File: config.mk
export PLATFORM = sky130hd
export DESIGN_NAME = modular_exponentiation_core_flat
export DESIGN_NICKNAME = d
export VERILOG_FILES = /design/src/rtl/mexp_pkg.sv /design/src/rtl/mexp_if.sv /design/src/rtl/modular_exponentiation_core.sv /design/src/rtl/mexp_datapath.sv /design/src/rtl/mexp_controller.sv /design/src/flat_wrapper.sv
export SDC_FILE = /design/constraint.sdc
export NUM_CORES = 1
export LEC_CHECK = 0
export ABC_AREA = 1
export BUFFER_PORTS_ARGS = -buffer_cell sky130_fd_sc_hd__buf_2
export CAP_MARGIN = 10
export CORE_ASPECT_RATIO = 0.6
export CORE_MARGIN = 3
export CORE_UTILIZATION = 30
export CTS_CLUSTER_DIAMETER = 200
export DETAILED_ROUTE_END_ITERATION = 12
export PLACE_DENSITY = 0.41
export REMOVE_ABC_BUFFERS = 1
export SLEW_MARGIN = 30
export SYNTH_ARGS = -nofsm -noshare
export SYNTH_HDL_FRONTEND = slang
export SYNTH_SLANG_ARGS = --single-unit
File: constraint.sdc
create_clock -name clk -period 13.4 [get_ports clk]
set_input_delay 0.67 -clock clk [delete_from_list [all_inputs] [get_ports clk]]
set_output_delay 0.67 -clock clk [all_outputs]
set_load 0.01 [all_outputs]
File: src/rtl/mexp_pkg.sv
package mexp_pkg;

	// Datapath width. The modulus, base and exponent are cut or zero-extended to it.
	localparam int WORD_WIDTH = 32;
	// Width of the fields on the ports.
	localparam int FIELD_W = 32;
	// Bit counter width, enough to index WORD_WIDTH bits.
	localparam int CNT_W = (WORD_WIDTH > 1) ? $clog2(WORD_WIDTH) : 1;

	typedef enum logic [2:0] {
		ST_IDLE,
		ST_START,
		ST_DBL,
		ST_ADD,
		ST_FINISH
	} state_t;

	typedef enum logic [1:0] {
		OP_REDUCE,
		OP_SQUARE,
		OP_MULT
	} op_t;

	typedef struct packed {
		logic load;
		logic start;
		logic dbl;
		logic add;
		logic commit;
		logic e_shift;
		logic publish;
		op_t  op;
	} dp_cmd_t;

	typedef struct packed {
		logic m_zero;
		logic e_msb;
		logic out_busy;
	} dp_status_t;

endpackage

File: src/rtl/mexp_if.sv
interface mexp_operand_if import mexp_pkg::*; ();
	logic               valid;
	logic               ready;
	logic [FIELD_W-1:0] base_value;
	logic [FIELD_W-1:0] exponent;

	modport source (output valid, output base_value, output exponent, input ready);
	modport sink (input valid, input base_value, input exponent, output ready);
endinterface

interface mexp_result_if import mexp_pkg::*; ();
	logic               valid;
	logic               ready;
	logic [FIELD_W-1:0] power_residue;

	modport source (output valid, output power_residue, input ready);
	modport sink (input valid, input power_residue, output ready);
endinterface

File: src/rtl/modular_exponentiation_core.sv
// Modular exponentiation core: each operand word carries a base and an exponent, and the
// core returns one result word holding base to the power exponent, reduced by the modulus
// register (reset value 1, written through cfg_wr_en/cfg_wr_data; the user must write it
// only while the core is idle, as the core does not enforce this). The exponent is scanned
// from its most significant bit down; every step squares the running value, and a one bit
// then multiplies it by the base, which is reduced by the modulus first. Every product is
// formed exactly by a shift-and-add modular multiplier that handles each multiplier bit
// with a doubling and then a conditional add, each a single add-and-compare against the
// modulus, after a setup step for each product. A zero modulus is answered with a result
// of 0. A unit modulus gives 0 for every item, and a zero exponent gives 1 reduced by the
// modulus. The core works on one item at a time; the result sits in an output register, so
// a new operand word is taken as soon as the previous item's result has been registered,
// even while that result still waits.
module modular_exponentiation_core import mexp_pkg::*; (
	input  logic               clk,
	input  logic               arst_n,
	input  logic               cfg_wr_en,
	input  logic [FIELD_W-1:0] cfg_wr_data,
	mexp_operand_if.sink       operand,
	mexp_result_if.source      result
);

	// Command and status groups between the sequencer and the arithmetic.
	dp_cmd_t    cmd;
	dp_status_t status;

	// The sequencer walks the exponent bits and the bits of each modular product.
	mexp_controller u_controller (
		.clk      (clk),
		.arst_n   (arst_n),
		.in_valid (operand.valid),
		.in_ready (operand.ready),
		.status   (status),
		.cmd      (cmd)
	);

	// The datapath holds the modulus, the operands, the running value and the result word.
	mexp_datapath u_datapath (
		.clk           (clk),
		.arst_n        (arst_n),
		.cfg_wr_en     (cfg_wr_en),
		.cfg_wr_data   (cfg_wr_data),
		.base_value    (operand.base_value),
		.exponent      (operand.exponent),
		.cmd           (cmd),
		.status        (status),
		.out_ready     (result.ready),
		.out_valid     (result.valid),
		.power_residue (result.power_residue)
	);

endmodule

File: src/rtl/mexp_datapath.sv
module mexp_datapath import mexp_pkg::*; (
	input  logic               clk,
	input  logic               arst_n,
	input  logic               cfg_wr_en,
	input  logic [FIELD_W-1:0] cfg_wr_data,
	input  logic [FIELD_W-1:0] base_value,
	input  logic [FIELD_W-1:0] exponent,
	input  dp_cmd_t            cmd,
	output dp_status_t         status,
	input  logic               out_ready,
	output logic               out_valid,
	output logic [FIELD_W-1:0] power_residue
);

	localparam int W = WORD_WIDTH;

	logic [W-1:0] mod_q;
	logic [W-1:0] base_q;
	logic [W-1:0] b_q;
	logic [W-1:0] e_q;
	logic [W-1:0] acc_q;
	logic [W-1:0] p_q;
	logic [W-1:0] x_q;
	logic [W-1:0] y_q;
	logic         out_valid_q;
	logic [W-1:0] out_data_q;

	logic [W-1:0] addend;
	logic [W:0]   sum;
	logic [W:0]   red;
	logic [W-1:0] p_next;
	logic [W-1:0] prod;
	logic [W-1:0] x_sel;
	logic [W-1:0] y_sel;

	// One modular add: both operands are below the modulus, so one subtract suffices.
	always_comb begin
		addend = cmd.dbl ? p_q : x_q;
		sum    = {1'b0, p_q} + {1'b0, addend};
		red    = (sum >= {1'b0, mod_q}) ? (sum - {1'b0, mod_q}) : sum;
		p_next = red[W-1:0];
		prod   = y_q[W-1] ? p_next : p_q;
	end

	always_comb begin
		case (cmd.op)
			OP_REDUCE: begin
				x_sel = W'(1);
				y_sel = base_q;
			end
			OP_SQUARE: begin
				x_sel = acc_q;
				y_sel = acc_q;
			end
			OP_MULT: begin
				x_sel = acc_q;
				y_sel = b_q;
			end
			default: begin
				x_sel = acc_q;
				y_sel = acc_q;
			end
		endcase
	end

	always_ff @(posedge clk or negedge arst_n) begin
		if (!arst_n) begin
			mod_q <= W'(1);
		end else if (cfg_wr_en) begin
			mod_q <= W'(cfg_wr_data);
		end
	end

	always_ff @(posedge clk) begin
		if (cmd.load) begin
			base_q <= W'(base_value);
			e_q    <= W'(exponent);
			acc_q  <= (mod_q == W'(1)) ? '0 : W'(1);
		end
		if (cmd.start) begin
			p_q <= '0;
			x_q <= x_sel;
			y_q <= y_sel;
		end
		if (cmd.dbl) begin
			p_q <= p_next;
		end
		if (cmd.add) begin
			p_q <= prod;
			y_q <= y_q << 1;
		end
		if (cmd.commit) begin
			if (cmd.op == OP_REDUCE) begin
				b_q <= prod;
			end else begin
				acc_q <= prod;
			end
		end
		if (cmd.e_shift) begin
			e_q <= e_q << 1;
		end
		if (cmd.publish) begin
			out_data_q <= (mod_q == '0) ? '0 : acc_q;
		end
	end

	always_ff @(posedge clk or negedge arst_n) begin
		if (!arst_n) begin
			out_valid_q <= 1'b0;
		end else if (cmd.publish) begin
			out_valid_q <= 1'b1;
		end else if (out_ready) begin
			out_valid_q <= 1'b0;
		end
	end

	assign status.m_zero   = (mod_q == '0);
	assign status.e_msb    = e_q[W-1];
	assign status.out_busy = out_valid_q && !out_ready;

	assign out_valid     = out_valid_q;
	assign power_residue = FIELD_W'(out_data_q);

	a_publish_free: assert property (@(posedge clk) disable iff (!arst_n)
		cmd.publish |-> !(out_valid_q && !out_ready))
		else $error("result word overwritten while still waiting");

	a_partial_reduced: assert property (@(posedge clk) disable iff (!arst_n)
		(cmd.add && mod_q != '0) |-> (p_q < mod_q))
		else $error("partial product not reduced below the modulus");

	a_result_reduced: assert property (@(posedge clk) disable iff (!arst_n)
		(out_valid_q && mod_q != '0) |-> (out_data_q < mod_q))
		else $error("result not below the modulus");

endmodule

File: src/rtl/mexp_controller.sv
module mexp_controller import mexp_pkg::*; (
	input  logic       clk,
	input  logic       arst_n,
	input  logic       in_valid,
	output logic       in_ready,
	input  dp_status_t status,
	output dp_cmd_t    cmd
);

	localparam logic [CNT_W-1:0] LAST_BIT = CNT_W'(WORD_WIDTH - 1);

	state_t           state_q, state_d;
	op_t              op_q, op_d;
	logic [CNT_W-1:0] bit_cnt_q, bit_cnt_d;
	logic [CNT_W-1:0] ecnt_q, ecnt_d;

	always_ff @(posedge clk or negedge arst_n) begin
		if (!arst_n) begin
			state_q   <= ST_IDLE;
			op_q      <= OP_REDUCE;
			bit_cnt_q <= '0;
			ecnt_q    <= '0;
		end else begin
			state_q   <= state_d;
			op_q      <= op_d;
			bit_cnt_q <= bit_cnt_d;
			ecnt_q    <= ecnt_d;
		end
	end

	always_comb begin
		state_d     = state_q;
		op_d        = op_q;
		bit_cnt_d   = bit_cnt_q;
		ecnt_d      = ecnt_q;
		in_ready    = 1'b0;
		cmd         = '0;
		cmd.op      = op_q;
		case (state_q)
			ST_IDLE: begin
				in_ready = 1'b1;
				if (in_valid) begin
					cmd.load = 1'b1;
					op_d     = OP_REDUCE;
					state_d  = ST_START;
				end
			end
			ST_START: begin
				if (status.m_zero) begin
					state_d = ST_FINISH;
				end else begin
					cmd.start = 1'b1;
					bit_cnt_d = LAST_BIT;
					state_d   = ST_DBL;
				end
			end
			ST_DBL: begin
				cmd.dbl = 1'b1;
				state_d = ST_ADD;
			end
			ST_ADD: begin
				cmd.add = 1'b1;
				if (bit_cnt_q != '0) begin
					bit_cnt_d = bit_cnt_q - CNT_W'(1);
					state_d   = ST_DBL;
				end else begin
					// The product is complete; decide the next operation.
					cmd.commit = 1'b1;
					state_d    = ST_START;
					if (op_q == OP_REDUCE) begin
						op_d   = OP_SQUARE;
						ecnt_d = LAST_BIT;
					end else if (op_q == OP_SQUARE && status.e_msb) begin
						op_d = OP_MULT;
					end else if (ecnt_q == '0) begin
						state_d = ST_FINISH;
					end else begin
						cmd.e_shift = 1'b1;
						ecnt_d      = ecnt_q - CNT_W'(1);
						op_d        = OP_SQUARE;
					end
				end
			end
			ST_FINISH: begin
				if (!status.out_busy) begin
					cmd.publish = 1'b1;
					state_d     = ST_IDLE;
				end
			end
			default: begin
				state_d = ST_IDLE;
			end
		endcase
	end

	a_mul_steps: assert property (@(posedge clk) disable iff (!arst_n)
		(state_q == ST_ADD && bit_cnt_q != '0) |=> (state_q == ST_DBL))
		else $error("multiplier left before its last bit");

endmodule
File: src/flat_wrapper.sv
// flat-port wrapper written by rule: the top's interface ports become plain ports
module modular_exponentiation_core_flat import mexp_pkg::*;
  (clk, arst_n, cfg_wr_en, cfg_wr_data, operand_valid, operand_base_value, operand_exponent, operand_ready, result_valid, result_power_residue, result_ready);
  mexp_operand_if operand_i ();
  mexp_result_if result_i ();
  input  logic clk;
  input  logic arst_n;
  input  logic cfg_wr_en;
  input  logic [FIELD_W-1:0] cfg_wr_data;
  input wire logic [$bits(operand_i.valid)-1:0] operand_valid;
  input wire logic [$bits(operand_i.base_value)-1:0] operand_base_value;
  input wire logic [$bits(operand_i.exponent)-1:0] operand_exponent;
  output wire logic [$bits(operand_i.ready)-1:0] operand_ready;
  output wire logic [$bits(result_i.valid)-1:0] result_valid;
  output wire logic [$bits(result_i.power_residue)-1:0] result_power_residue;
  input wire logic [$bits(result_i.ready)-1:0] result_ready;
  assign operand_i.valid = operand_valid;
  assign operand_i.base_value = operand_base_value;
  assign operand_i.exponent = operand_exponent;
  assign operand_ready = operand_i.ready;
  assign result_valid = result_i.valid;
  assign result_power_residue = result_i.power_residue;
  assign result_i.ready = result_ready;
  modular_exponentiation_core u_core (.clk(clk), .arst_n(arst_n), .cfg_wr_en(cfg_wr_en), .cfg_wr_data(cfg_wr_data), .operand(operand_i), .result(result_i));
endmodule
==> metrics.md <==
| Metric | Value |
|---|---|
| Num CTS Buffers | 35 |
| First-pass GRT wire length | 96.5 mm |
| Worst setup EP type | flop |
| Syn-to-layout area delta | 15.0% |
| Synth unique cells | 45 |
| Hold_buf cts | 0 |
| Worst Tran Pin Value | 0.918 ns |
| Most common cell on crit path | nand2_1 |
| Number of antenna violations at the first check in global routing | 0 |
| Critical Path AT | roughly 7 ns |
| DR vias/cell | 4.61 |
| Mean Syn Cell Area | 7.62 sq um |
| Max_cap viols | 0 |
| Die height | around 200 um |
| Total gr overflow | 0 |
| Final Hold Violating Endpoints | 0 |
| Fmax | approximately 150 MHz |
| Top cell type's share of synthesized area | 35.4% |
| CTS tree | built |
| H-tree levels | 2 |
| Largest net degree at the start of global routing | 65 |
| Detailed Place HPWL | 48.9 mm |
| Post-CTS Setup Bufs | 0 |
| Layout cells sized above 1 | about an eighth |
| Clock root buffer | clkbuf_16 |
| Final slew viol count | 0 |
| Resized Gates After CTS | 0 |
| Fin util | 35.2% |
| EDFF count, synth | between 200 and 250 |
| Yosys Warn Count | 0 |
| Clock transition at path regs | 0.07 ns |
| DR pass1 iterations | 5 |
| Setup violations, final | 0 |
| GPL Wtd Cong | just over 0.9 |
| Tmin final | 6.88 ns |
| FP Rows | 70 |
| 1st-iter DRT viols | 1098 |
| Routed WL per cell | 18.5 um |
| I/O pin cnt | about 140 |
| Met3 usage | 3.01% |
| #FFs+latches synth | 304 |
| GRT Total Usage | 19.3% |
| Fin crit share | 51.4% |
| Relative slew slack | about two fifths |
| Top post-synthesis cells by area | edfxtp_1 35%, nand2_1 17%, inv_1 7.4% |
| Post-synth top area cell | edfxtp_1 |
| CTS Sinks | between 300 and 400 |
| Met2 Usage GRT | around 28% |
| Register area share after synthesis | 45.4% |
| Unrepaired setup endpoints after global routing | false |
| # fillers | ~6600 |
| Met1 usage | 30.3% |
| Die ar. | 65900 sq um |
| Most frequent cell after synthesis | nand2_1 |
| Final nets | 2760 |
| Post-synth ARST share | between 15 and 20% |
| Via count | 15867 |
| Skew final | around 0.024 ns |
| Post-Syn Instances | 2472 |
| CP peak stage delay | 0.58 ns |
| Die width | 329 um |
| Mapped Area | roughly 19000 sq um |
| Skew-Pair Late Insertion Delay | 0.56 ns |
| WS Path Type | flop to flop |
| Worst min-delay path class | input pin to asynchronous set/reset pin |
| Setup crit start kind | flop |
| Number of global-route vias before repair | 15516 |
| Core Region | approximately 60000 sq um |
| Antenna Nets Post-Route | 0 |
| Final wirelength | about 64 mm |
| DRC | 0 |
| CTS max path bufs | 3 |
| Status | completed |
| Crit path max fanout | 46 |
| Setup TNS | 0 ns |
| Worst endpoint required time | 13.70 ns |
| CP max-delay cell | clkinv_1 |
| Starting Density | approximately 31% |
| # port buffers | 134 |
| Post-synth top cells | 871 x nand2_1, 372 x inv_1, 222 x edfxtp_1 |
| Main synth FF type | edfxtp_1 |
| Most used routing layer | met1 |
| Ant. Diodes | 0 |
[layout by cell type, fill, tap and decap left out, drive strengths merged]
master and n:
and2 36, nand4 17, a21oi 69, a22oi 3
dfrtp 47, o311ai 2, clkinv 11, o21ai 108
nor4 4, dfxtp 34, or2 1, clkinvlp 2
o31ai 1, o211ai 1, a31oi 1, nand3 215
ha 66, xnor2 17, nand2 911, bufinv 5
clkbuf 48, o21bai 6, nor2 184, xor2 15
fa 2, inv 381, a21o 3, nand3b 3
dfstp 1, a22o 30, buf 155, nor3 16
edfxtp 222
[metal layers]
layer | wire, um | vias to the layer above
li1 | - | 8109
met1 | 34300 | 7375
met2 | 25300 | 324
met3 | 3040 | 59
met4 | 1010 | 0
met5 | 0 | -
[registers in the layout, indices dropped and copies added, names as in the netlist]
name	cells
u_core.u_datapath.b_q	32
u_core.u_datapath.mod_q	32
u_core.u_controller.op_q	2
u_core.u_datapath.x_q	32
u_core.u_controller.bit_cnt_q	5
u_core.u_datapath.base_q	32
u_core.u_datapath.p_q	32
u_core.u_controller.ecnt_q	5
u_core.u_datapath.power_residue	32
u_core.u_controller.state_q	3
u_core.u_datapath.acc_q	32
u_core.u_datapath.y_q	32
u_core.u_datapath.e_q	32
u_core.u_datapath.out_valid	1
[worst max-delay path: cells and delay by family, from the launching register on]
family	cells	cell delay, ns
AND/OR/NAND/NOR	20	3.23
buffers and inverters	6	1.65
adder cells (fa/ha/maj)	2	0.73
AO/OA/AOI/OAI	3	0.54
flip-flops	1	0.40
[stage by stage]
step / hold WS [ns] / cell area, sq um / setup slack [ns] / std cells
5_1_grt: 0.261 / 21700 / 6.03 / 3445
3_5_place_dp: 0.480 / 20400 / 6.59 / 3382
6_report: 0.225 / 21700 / 6.52 / 3445
4_1_cts: 0.240 / 21600 / 6.57 / 3445
3_3_place_gp: 0.482 / 20400 / 6.64 / 3381
2_1_floorplan: 0.374 / 18500 / 7.00 / 2399
[cell type report]
class	instances	area, sq um	area share (%)
Inverter	384	1440	6.66
Clock buffer	48	1010	4.65
Tap cell	828	1040	4.78
Timing Repair Buffer	155	851	3.93
Multi-Input combinational cell	1711	8560	39.6
Sequential cell	304	8550	39.5
Clock inverter	15	201	0.930
[cells by family (layout without fill, tap and decap cells)]
logic type      Yosys count  count (layout)  synth area share [%]
buf+inv                 457             602                  9.42
flops                   304             304                  45.4
fa+ha+maj                68              68                  4.60
simple gates           1387            1387                  32.3
compound gates          224             224                  6.84
xor+xnor                 32              32                  1.49
[worst paths after layout]
path,from,to,slack [ns],depth (start not counted)
setup / recovery,u_core.u_controller.state_q[2],u_core.u_datapath.b_q[27],6.52,31
hold / removal,arst_n,u_core.u_controller.ecnt_q[3],0.23,2
setup reg to reg,u_core.u_controller.state_q[2],u_core.u_datapath.b_q[27],6.52,31
hold reg to reg,u_core.u_datapath.acc_q[21],u_core.u_datapath.acc_q[21],0.49,2
max in group asynchronous,arst_n,u_core.u_datapath.mod_q[28],12.65,2
min in group clk,operand_base_value[5],u_core.u_datapath.base_q[5],0.28,1
Power is left out: the tool's default activity adds up to more than one toggle a clock period on the data nets, which glitch-free logic cannot reach.
